`src/rtl/core/dcp_pkg.sv`:
```
// Shared constants and controller/datapath interface types for the divisor count block.
`default_nettype none

package dcp_pkg;

  localparam int ValueW      = 14;     // input integer width
  localparam int CntW        = 8;      // exponent counter width
  localparam int ModW        = 8;      // modulus and result width
  localparam int DivW        = 16;     // divider dividend and quotient width
  localparam int DvsW        = 8;      // divider divisor and remainder width
  localparam int TrialW      = 8;      // trial divisor width, holds up to 128
  localparam int ExpW        = 4;      // per-prime exponent within one integer
  localparam int MaxValueDef = 16384;  // histogram depth

  localparam logic [ModW-1:0] ModResetVal = 8'd10;

  // APB register map, selected by paddr[2]
  localparam int  ApbAddrW          = 3;
  localparam logic RegResultModulus = 1'b0;

  typedef struct packed {
    logic in_ready;   // accept an input transaction
    logic clr;        // clearing pass: zero entry at index, advance index
    logic div_start;  // load the divider
    logic div_sweep;  // divider operands from the product sweep
    logic x_upd;      // take quotient as new x, count one more factor
    logic d_inc;      // next trial divisor, clear factor count
    logic rmw_rd;     // read histogram at the prime
    logic rmw_wr;     // write saturated sum back at the prime
    logic sel_rem;    // prime is the leftover x rather than the trial divisor
    logic idx_clr;    // rewind the sweep index
    logic acc_init;   // seed the running product
    logic sw_rd;      // sweep: read and zero entry at index, advance index
    logic mul_ld;     // register running product times (count + 1)
    logic acc_upd;    // take divider remainder as running product
    logic out_ld;     // load the output register, drop the saturation flag
  } dcp_cmd_t;

  typedef struct packed {
    logic in_valid;
    logic idx_last;   // index points at the last entry
    logic idx_end;    // index has passed the last entry
    logic dd_le_x;    // d * d <= x
    logic x_gt1;
    logic x_ok;       // x has a histogram bin
    logic d_ok;       // d has a histogram bin
    logic div_done;
    logic rem_zero;
    logic cnt_nz;
    logic rd_nz;      // histogram read data nonzero
    logic last;       // current item closes the set
    logic out_free;   // output register can take a result
  } dcp_sts_t;

endpackage

`default_nettype wire

```
`src/rtl/core/dcp_ctrl.sv`:
```
// Controller: sequences clearing, trial division, histogram updates and the product sweep.
`default_nettype none

module dcp_ctrl (
  input  wire logic              clk_i,
  input  wire logic              rst_ni,
  input  wire dcp_pkg::dcp_sts_t sts_i,
  output dcp_pkg::dcp_cmd_t      cmd_o
);

  typedef enum logic [3:0] {
    ST_CLR,
    ST_IDLE,
    ST_TEST,
    ST_DWAIT,
    ST_DRE,
    ST_INC,
    ST_RD,
    ST_WR,
    ST_END,
    ST_SWR,
    ST_CHK,
    ST_MUL,
    ST_SDW,
    ST_SADV,
    ST_OUT
  } state_e;

  state_e            state_q;
  state_e            state_d;
  dcp_pkg::dcp_cmd_t cmd_q;
  dcp_pkg::dcp_cmd_t cmd_d;

  always_comb begin
    state_d = state_q;
    cmd_d   = '0;
    unique case (state_q)
      ST_CLR: begin
        if (sts_i.idx_last) begin
          state_d        = ST_IDLE;
          cmd_d.in_ready = 1'b1;
        end else begin
          cmd_d.clr = 1'b1;
        end
      end
      ST_IDLE: begin
        if (sts_i.in_valid) begin
          state_d = ST_TEST;
        end else begin
          cmd_d.in_ready = 1'b1;
        end
      end
      ST_TEST: begin
        priority if (sts_i.dd_le_x) begin
          state_d         = ST_DWAIT;
          cmd_d.div_start = 1'b1;
        end else if (sts_i.x_gt1 && sts_i.x_ok) begin
          // leftover factor above one is a prime
          state_d       = ST_RD;
          cmd_d.rmw_rd  = 1'b1;
          cmd_d.sel_rem = 1'b1;
        end else begin
          state_d        = ST_END;
          cmd_d.idx_clr  = 1'b1;
          cmd_d.acc_init = 1'b1;
        end
      end
      ST_DWAIT: begin
        if (sts_i.div_done) begin
          priority if (sts_i.rem_zero) begin
            state_d     = ST_DRE;
            cmd_d.x_upd = 1'b1;
          end else if (sts_i.cnt_nz && sts_i.d_ok) begin
            state_d      = ST_RD;
            cmd_d.rmw_rd = 1'b1;
          end else begin
            state_d     = ST_INC;
            cmd_d.d_inc = 1'b1;
          end
        end
      end
      ST_DRE: begin
        state_d         = ST_DWAIT;
        cmd_d.div_start = 1'b1;
      end
      ST_INC: begin
        state_d = ST_TEST;
      end
      ST_RD: begin
        state_d       = ST_WR;
        cmd_d.rmw_wr  = 1'b1;
        cmd_d.sel_rem = cmd_q.sel_rem;
      end
      ST_WR: begin
        if (cmd_q.sel_rem) begin
          state_d        = ST_END;
          cmd_d.idx_clr  = 1'b1;
          cmd_d.acc_init = 1'b1;
        end else begin
          state_d     = ST_INC;
          cmd_d.d_inc = 1'b1;
        end
      end
      ST_END: begin
        if (sts_i.last) begin
          state_d     = ST_SWR;
          cmd_d.sw_rd = 1'b1;
        end else begin
          state_d        = ST_IDLE;
          cmd_d.in_ready = 1'b1;
        end
      end
      ST_SWR: begin
        state_d = ST_CHK;
      end
      ST_CHK: begin
        priority if (sts_i.rd_nz) begin
          state_d      = ST_MUL;
          cmd_d.mul_ld = 1'b1;
        end else if (sts_i.idx_end) begin
          state_d = ST_OUT;
        end else begin
          state_d     = ST_SWR;
          cmd_d.sw_rd = 1'b1;
        end
      end
      ST_MUL: begin
        state_d         = ST_SDW;
        cmd_d.div_start = 1'b1;
        cmd_d.div_sweep = 1'b1;
      end
      ST_SDW: begin
        if (sts_i.div_done) begin
          state_d       = ST_SADV;
          cmd_d.acc_upd = 1'b1;
        end
      end
      ST_SADV: begin
        if (sts_i.idx_end) begin
          state_d = ST_OUT;
        end else begin
          state_d     = ST_SWR;
          cmd_d.sw_rd = 1'b1;
        end
      end
      ST_OUT: begin
        if (sts_i.out_free) begin
          state_d        = ST_IDLE;
          cmd_d.out_ld   = 1'b1;
          cmd_d.in_ready = 1'b1;
        end
      end
      default: begin
        state_d        = ST_IDLE;
        cmd_d.in_ready = 1'b1;
      end
    endcase
  end

  // commands are registered: each one acts during the cycle after it is set
  always_ff @(posedge clk_i or negedge rst_ni) begin
    if (!rst_ni) begin
      state_q <= ST_CLR;
      cmd_q   <= '{clr: 1'b1, default: 1'b0};
    end else begin
      state_q <= state_d;
      cmd_q   <= cmd_d;
    end
  end

  assign cmd_o = cmd_q;

  a_wr_after_rd: assert property (@(posedge clk_i) disable iff (!rst_ni)
    cmd_q.rmw_wr |-> $past(cmd_q.rmw_rd))
    else $error("histogram write without a preceding read");

  a_ready_only_idle: assert property (@(posedge clk_i) disable iff (!rst_ni)
    cmd_q.in_ready |-> state_q == ST_IDLE)
    else $error("input ready outside idle");

endmodule

`default_nettype wire

```
`config.mk`:
```
export PLATFORM = sky130hd
export DESIGN_NAME = dcp_ctrl
export DESIGN_NICKNAME = d
export VERILOG_FILES = /design/src/rtl/core/dcp_pkg.sv /design/src/rtl/core/dcp_ctrl.sv
export SDC_FILE = /design/constraint.sdc
export NUM_CORES = 1
export LEC_CHECK = 0
export BUFFER_PORTS_ARGS = -buffer_cell sky130_fd_sc_hd__buf_4
export CORE_UTILIZATION = 55
export DETAILED_ROUTE_END_ITERATION = 12
export GPL_ROUTABILITY_DRIVEN = 0
export PLACE_DENSITY_LB_ADDON = 0.1
export SYNTH_ARGS = -nofsm -noshare
export SYNTH_HDL_FRONTEND = slang
export SYNTH_SLANG_ARGS = --single-unit
```
`constraint.sdc`:
```
create_clock -name clk_i -period 4.1 [get_ports clk_i]
set_input_delay 0.205 -clock clk_i [delete_from_list [all_inputs] [get_ports clk_i]]
set_output_delay 0.205 -clock clk_i [all_outputs]
set_load 0.02 [all_outputs]
```
Word-level counts from Yosys, hierarchy flattened
Cells that the tools add are included.
{"block": "word_totals", "regBits": 19, "in_bits": 15, "word_cells": 91}
{"block": "classes", "n_eq_ne": 19, "n_mux": 50, "n_reduce_logical": 6}
{"cell": "case mux 4 bit (15 select lines)", "n": 1}
{"cell": "two-way mux 4 bit", "n": 10}
{"cell": "equality test 4 bit, second input constant", "n": 7}
{"cell": "two-way mux 1 bit", "n": 24}
{"cell": "equality test 4 x 3 -> 1 bit, second input constant", "n": 4}
{"cell": "OR reduction 11 bit", "n": 1}
{"cell": "two-way mux 2 bit", "n": 5}
{"cell": "inequality test 2 bit, second input constant", "n": 5}
{"cell": "two-way mux 3 bit", "n": 3}
{"cell": "equality test 4 x 2 -> 1 bit, second input constant", "n": 2}
{"cell": "case mux 1 bit (2 select lines)", "n": 4}
{"cell": "case mux 1 bit (5 select lines)", "n": 1}
{"cell": "AND reduction 5 bit", "n": 1}
{"cell": "equality test 4 x 1 -> 1 bit, second input constant", "n": 1}
{"cell": "zero test 4 bit", "n": 1}
{"cell": "case mux 2 bit (2 select lines)", "n": 1}
{"cell": "case mux 1 bit (3 select lines)", "n": 1}
{"cell": "logical AND 1 bit", "n": 2}
{"cell": "OR reduction 2 bit", "n": 1}

Longest topological paths before layout
Gate-level depths: netlist of the first run.
{"block": "logic_depth", "depth_word": 5, "mapped_depth": 7}

Worst setup path after synthesis of the first run
No wires, ideal clock.
{"block": "synth_timing", "path_kind": "register to register", "start": "reg state_q[2]", "end": "reg state_q[0]", "arrival_time_ps": 1379, "required_time_ps": 3965, "path_slack_ps": 2586, "stages_incl_launch_ff": 6, "cell_sequence": "dfrtp_1 buf_6 or4b_4 o32ai_4 o31a_1 a31oi_1"}
{"block": "synth_between", "elab_chain_cells": 3, "word_cells_on_any_way": 22, "cone_classes": "eq/ne: 19; mux: 1; reduce/logical: 2"}
{"item": "from (decl)", "line": "dcp_ctrl.sv:29", "source": "state_e state_q;"}
{"item": "from (signal assigned)", "line": "dcp_ctrl.sv:166", "source": "state_q <= state_d;"}
{"item": "equality test 4 x 1 -> 1 bit, or another cell as far along", "line": "dcp_ctrl.sv:37", "source": "unique case (state_q)"}
{"item": "inequality test 2 bit (no line)"}
{"item": "AND reduction 5 bit (no line)"}
Several ways; a longest one is shown, not always the timed one.
A chain may end at the register's enable or synchronous reset.

Final worst setup path of the first run
{"block": "layout_timing", "start": "reg state_q[0]", "end": "reg state_q[1]"}
Same word-level chain as after synthesis.

==> run_results.csv, run 1 <==
group,metric,value,unit
status,run_status,"completed",
sta,period_share,51.0,%
critical_path,worstRegToRegCells,4,
critical_path,critical_path_buf_inv_count,0,
synthesis,mapped_nets,137,
route,post_drt_wl_per_cell,15.3,um
synthesis,ys_ff_latch,18,
pwr,max-vdd-ir-drop,0.000513,V
die,floorplan.rows,16,
layout,stdcell_count,173,
route,drt-vias-per-instance,6.03,
die,die_w,47.8,um
critical_path,worstPathRequired,4.29,ns
critical_path,worst-path-max-fanout,27,
layout,drive_gt1_share,28.1,%
synthesis,synth_top_cells_by_area,"dfrtp_1 (37%), a21oi_1 (3.5%), nand2_1 (2.9%)",
synthesis,synth_area_per_cell,9.44,um2
clocking,resize_count_post_cts,0,
critical_path,r2r_slack,2.01,ns
critical_path,regToRegStartpoint,"state_q[0]",
die,core_area,1960,um2
clocking,ctsRootBufferMaster,"clkbuf_4",
clocking,cts_made_buffers,3,
critical_path,timing.critical_path.to_type,"flip-flop",
flow_run,maxCapViolCount,0,
critical_path,critical_setup_path_kind,"flip-flop to flip-flop",
sta,finalHoldWorstSlack,0.0557,ns
grt,global_route_wire_length_before_repair,4040,um
synthesis,synthDominantAreaCellType,"dfrtp_1",
synthesis,part_of_the_yosys_area_used_for_sequential_elements,39.2,%
clocking,sinks_on_the_clock_net,18,
route,drt-initial-drc-count,50,
pwr,leakage,0.635,nW
clocking,cts_tree,"yes",
layout,nets,162,
die,pin_count,30,
sta,period_minus_slack,2.09,ns
min_path,worstHoldPathType,"input pin to flip-flop",
critical_path,arrival,2.28,ns
sta,setup_viol,0,
grt,gr-total-overflow,0,
sta,max_freq,478,MHz
clocking,cts.path.max_buffers,2,
placement,port-buffer-count,29,
placement,dp.final_hpwl,1800,um
route,antenna_left,0,
sta,skew,0.00818,ns
die,floorplan.initialDensity,58.7,%
clocking,htree_levels,1,
route,routed-via-count,1043,
sta,max_slew_margin,46.2,%
sta,slew_violations,0,
grt,grt_pass1_vias,857,
min_path,worstHoldStart,"sts_i[11]",
synthesis,synth.yosys.warnings,0,
critical_path,cpPeakStageDelay,0.87,ns
pwr,power.density_cell_area,562,nW/um2
critical_path,timing.critical_path.cells,"nand4bb_1 -> or2_1 -> o2111a_1 -> o31ai_1",
synthesis,synth_async_sr_flop_share,100,%
layout,antenna_cell_count,0,
route,drt-pass1-iter-count,4,
route,drcViolationCount,0,
sta,worst_slew_pin_slew,0.807,ns
route,detailed_route_wl,2650,um
grt,grt_max_degree,30,
synthesis,synthesis.area,1150,um2
critical_path,critical_path.reg2reg.endpoint,"state_q[1]",
synthesis,synth-edff-count,0,
placement,placed_cells,168,
synthesis,yosys.area.top_type_share,37.0,%
sta,setup_total_negative_slack,0,ns
critical_path,cp-start-kind,"flip-flop",
die,die_area,2280,um2
synthesis,synthFlopType,"dfrtp_1",
grt,antenna_violations_before_repair,0,
sta,rsz_0062_raised_after_global_routing,"no",
layout,syn2layout_area_growth,20.1,%
die,floorplan.die.height,47.8,um
critical_path,critical_path.top_delay_family,"flip-flops",
synthesis,synth_cell_types,48,
critical_path,cpMaxStageDelayCell,"dfrtp_1",
clocking,clk_transition_reported_paths,0.10,ns
min_path,hold_path_depth,2,
sta,hold_violations,0,
synthesis,synth_cells,122,
grt,grt_usage,25.6,%
clocking,insertion_delay,0.30,ns
min_path,min_to,"cmd_o[13]",
[power breakdown]
group	switching (W)	internal (W)
Combinational	0.000178	0.000175
Sequential	0.000102	0.000211
Clock	0.0000558	0.0000542
Total	0.000336	0.000441
[synth_stat cells (all sizes together), types with 2 or more instances]
master,count
a21o,4
a21oi,8
a31oi,4
and2,3
buf,9
dfrtp,17
inv,3
nand2,9
nand2b,2
nand3,2
nand4bb,2
nor2,9
nor2b,3
nor3,4
nor3b,4
nor4,2
nor4b,2
o21ai,6
o31ai,2
o41ai,2
or2,4
or4b,2
[logic make-up (layout without fill, tap and decap cells)]
| group | Yosys count | count (layout) | share of synthesized area [%] |
|---|---|---|---|
| flip-flops | 18 | 18 | 39.2 |
| AO/OA/AOI/OAI | 38 | 38 | 24.7 |
| AND/OR/NAND/NOR | 53 | 53 | 29.3 |
| buffers and inverters | 13 | 37 | 6.74 |
[per-stage QoR]
step	instance area [um2]	power, W	setup slack, ns	util, %
floorplan	1150	0.000583	2.59	-
global placement	1340	0.000654	2.14	68.1
detailed placement	1340	0.000660	2.09	68.1
CTS	1380	0.000771	2.06	70.5
global route	1380	0.000834	1.92	70.5
finish	1380	0.000777	2.01	70.5
[how the worst max path moves through the flow]
stage	endpoint	slack (ns)	from	cells after the start
CTS	state_q[1]	2.06	state_q[0]	4
finish	state_q[1]	2.01	state_q[0]	4
global placement	state_q[1]	2.14	state_q[0]	4
floorplan	state_q[0]	2.59	state_q[2]	5
global route	state_q[1]	1.92	state_q[0]	4
detailed placement	state_q[1]	2.09	state_q[0]	4
[cell usage in the layout, fill, tap and decap left out, drive strengths merged, types with 2 or more instances in the layout]
cell,count
nor2,9
a31oi,4
o21ai,6
o31ai,2
inv,3
or2,4
nand2b,2
nand4bb,2
or4b,2
nor4b,2
nand3,2
nor3,4
nand2,9
and2,3
nor4,2
o41ai,2
clkbuf,4
nor2b,3
nor3b,4
buf,29
dfrtp,17
a21oi,8
a21o,4
[metal layers]
metal / part of all wire [%] / routed length, um / global-route usage (%) / vias to the layer above
met5: 0 / 0 / 0 / -
met3: 8.7 / 229 / 4.91 / 5
met2: 46 / 1210 / 37.3 / 55
li1: - / - / - / 509
met4: 1.1 / 30 / 8.33 / 0
met1: 44 / 1180 / 37.9 / 474
[registers in the layout, summed over array words and instances (netlist names)]
signal and flops:
cmd_o 14, state_q 4
[cell type report]
cell class | count | area [um2]
clock buffer | 4 | 36.3
fill | 158 | 579
inverter | 3 | 11.3
multi-input combinational | 91 | 622
sequential | 18 | 452
tap | 27 | 33.8
timing repair buffer | 30 | 228
[repair_timing]
item                                    CTS  global route
endpoints found under the setup margin    0             0
hold endpoints to repair                 17             0
setup buffers                             0             0
hold buffers                              1             0
Note: power is estimated with default switching activity, not from simulation.
==> inputs of run 2 (changes only) <==
--- a/config.mk
+++ b/config.mk
@@ -6,7 +6,7 @@
 export NUM_CORES = 1
 export LEC_CHECK = 0
 export BUFFER_PORTS_ARGS = -buffer_cell sky130_fd_sc_hd__buf_4
-export CORE_UTILIZATION = 55
+export CORE_UTILIZATION = 51
 export DETAILED_ROUTE_END_ITERATION = 12
 export GPL_ROUTABILITY_DRIVEN = 0
 export PLACE_DENSITY_LB_ADDON = 0.1
==> constraint.sdc (replaced) <==
create_clock -name clk_i -period 2 [get_ports clk_i]
set_input_delay 0.1 -clock clk_i [delete_from_list [all_inputs] [get_ports clk_i]]
set_output_delay 0.1 -clock clk_i [all_outputs]
set_load 0.02 [all_outputs]
==> run_results.csv, run 2 (synthesis results as in run 1) <==
group,metric,value,unit
critical_path,timing.critical_path.to_type,"flip-flop",
die,floorplan.die.height,49.5,um
route,post_drt_wl_per_cell,15.9,um
grt,global_route_wire_length_before_repair,4640,um
route,drt-vias-per-instance,6.09,
sta,finalHoldWorstSlack,0.0397,ns
clocking,ctsRootBufferMaster,"clkbuf_4",
clocking,sinks_on_the_clock_net,18,
route,routed-via-count,1096,
layout,largest_reg_flops,14,
critical_path,timing.critical_path.cells,"buf_4 -> nand2b_1 -> o32ai_4 -> o21ai_1 -> o41ai_1",
die,floorplan.initialDensity,56.4,%
grt,grt_pass1_vias,968,
grt,gr-total-overflow,0,
die,floorplan.rows,16,
critical_path,r2r_slack,0.20,ns
placement,dp.final_hpwl,2060,um
sta,setup_viol,0,
clocking,cts_setup_buffers,0,
layout,syn2layout_area_growth,25.1,%
layout,post-route-cell-area,1440,um2
layout,nets,169,
pwr,max-vdd-ir-drop,0.000730,V
critical_path,cp-start-kind,"flip-flop",
sta,max_freq,554,MHz
layout,drive_gt1_share,32.0,%
route,drcViolationCount,0,
sta,skew,0.00108,ns
die,pin_count,30,
clocking,cts_tree,"yes",
pwr,finalPower,0.00166,W
layout,most-common-layout-cells,"buf_4 (35), dfrtp_1 (15), nor2_1 (9), nand2_1 (9), a21oi_1 (8)",
layout,mostFrequentLayoutCell,"buf_4",
pwr,power.density_cell_area,1150,nW/um2
route,drt-pass1-iter-count,4,
route,detailed_route_wl,2850,um
sta,setup_total_negative_slack,0,ns
clocking,insertion_delay,0.29,ns
placement,placedInstanceArea,1380,um2
die,core_area,2040,um2
critical_path,critical_path.top_delay_family,"compound AO/OA/AOI/OAI gates",
sta,hold_violations,0,
die,die_area,2450,um2
sta,rsz_0062_raised_after_global_routing,"no",
pwr,leakage,0.669,nW
grt,antenna_violations_before_repair,0,
route,drt-initial-drc-count,45,
layout,antenna_cell_count,0,
flow_run,maxCapViolCount,0,
sta,period_minus_slack,1.80,ns
critical_path,critical_path_buf_inv_count,1,
critical_path,worst-path-max-fanout,16,
sta,slew_violations,0,
placement,port-buffer-count,29,
route,antenna_left,0,
clocking,htree_levels,1,
min_path,worstHoldPathType,"input pin to flip-flop",
critical_path,worstPathRequired,2.18,ns
sta,max_slew_margin,69.0,%
clocking,cts_made_buffers,3,
critical_path,cpPeakStageDelay,0.53,ns
status,run_status,"completed",
critical_path,cpMaxStageDelayCell,"dfrtp_2",
critical_path,critical_setup_path_kind,"flip-flop to flip-flop",
clocking,clk_transition_reported_paths,0.10,ns
grt,grt_max_degree,24,
sta,period_share,90.2,%
die,die_w,49.5,um
grt,grt_usage,25.2,%
sta,worst_slew_pin_slew,0.466,ns
critical_path,arrival,1.98,ns
clocking,cts.path.max_buffers,2,
[run 2: cell type report]
cell class,count,area [um2]
tap,27,33.8
sequential,18,454
multi-input combinational,91,622
fill,181,602
clock buffer,4,36.3
timing repair buffer,37,283
inverter,3,11.3
[run 2: power by group]
part / switching (W) / internal [W]
Combinational: 0.000447 / 0.000400
Clock: 0.000115 / 0.000111
Sequential: 0.000148 / 0.000440
Total: 0.000710 / 0.000951
[run 2: per-layer routing]
layer	GRT usage, %	share of wire, %	wire [um]
met1	36.3	43	1230
met2	40.0	49	1400
met3	3.70	6.7	192
met4	5.71	0.84	24
met5	0	0	0
[run 2: final timing paths]
path,from,end,depth (start not counted)
min reg2reg,cmd_o[6],cmd_o[6],1
min in group asynchronous,rst_ni,cmd_o[11],2
max reg2reg,state_q[0],state_q[3],5
max in group asynchronous,rst_ni,cmd_o[13],2
max,state_q[0],state_q[3],5
min,sts_i[4],cmd_o[10],3
[run 2: repair_timing]
action	4_1_cts	5_1_grt
setup endpoints to repair	0	3
resized for setup	0	2
hold endpoints to repair	19	0
hold buffers	2	0
[run 2: metrics by stage]
step	worst slack (ns)	std cells	util (%)
floorplan	0.486	122	-
global placement	0.159	174	67.6
detailed placement	0.114	174	67.6
CTS	0.0916	180	70.4
global route	0.136	180	70.5
finish	0.196	180	70.5
[run 2: worst register-to-register path, stage by stage (launching register included)]
cell      delay (ns)
dfrtp_2         0.53
buf_4           0.22
nand2b_1        0.27
o32ai_4         0.40
o21ai_1         0.16
o41ai_1         0.10
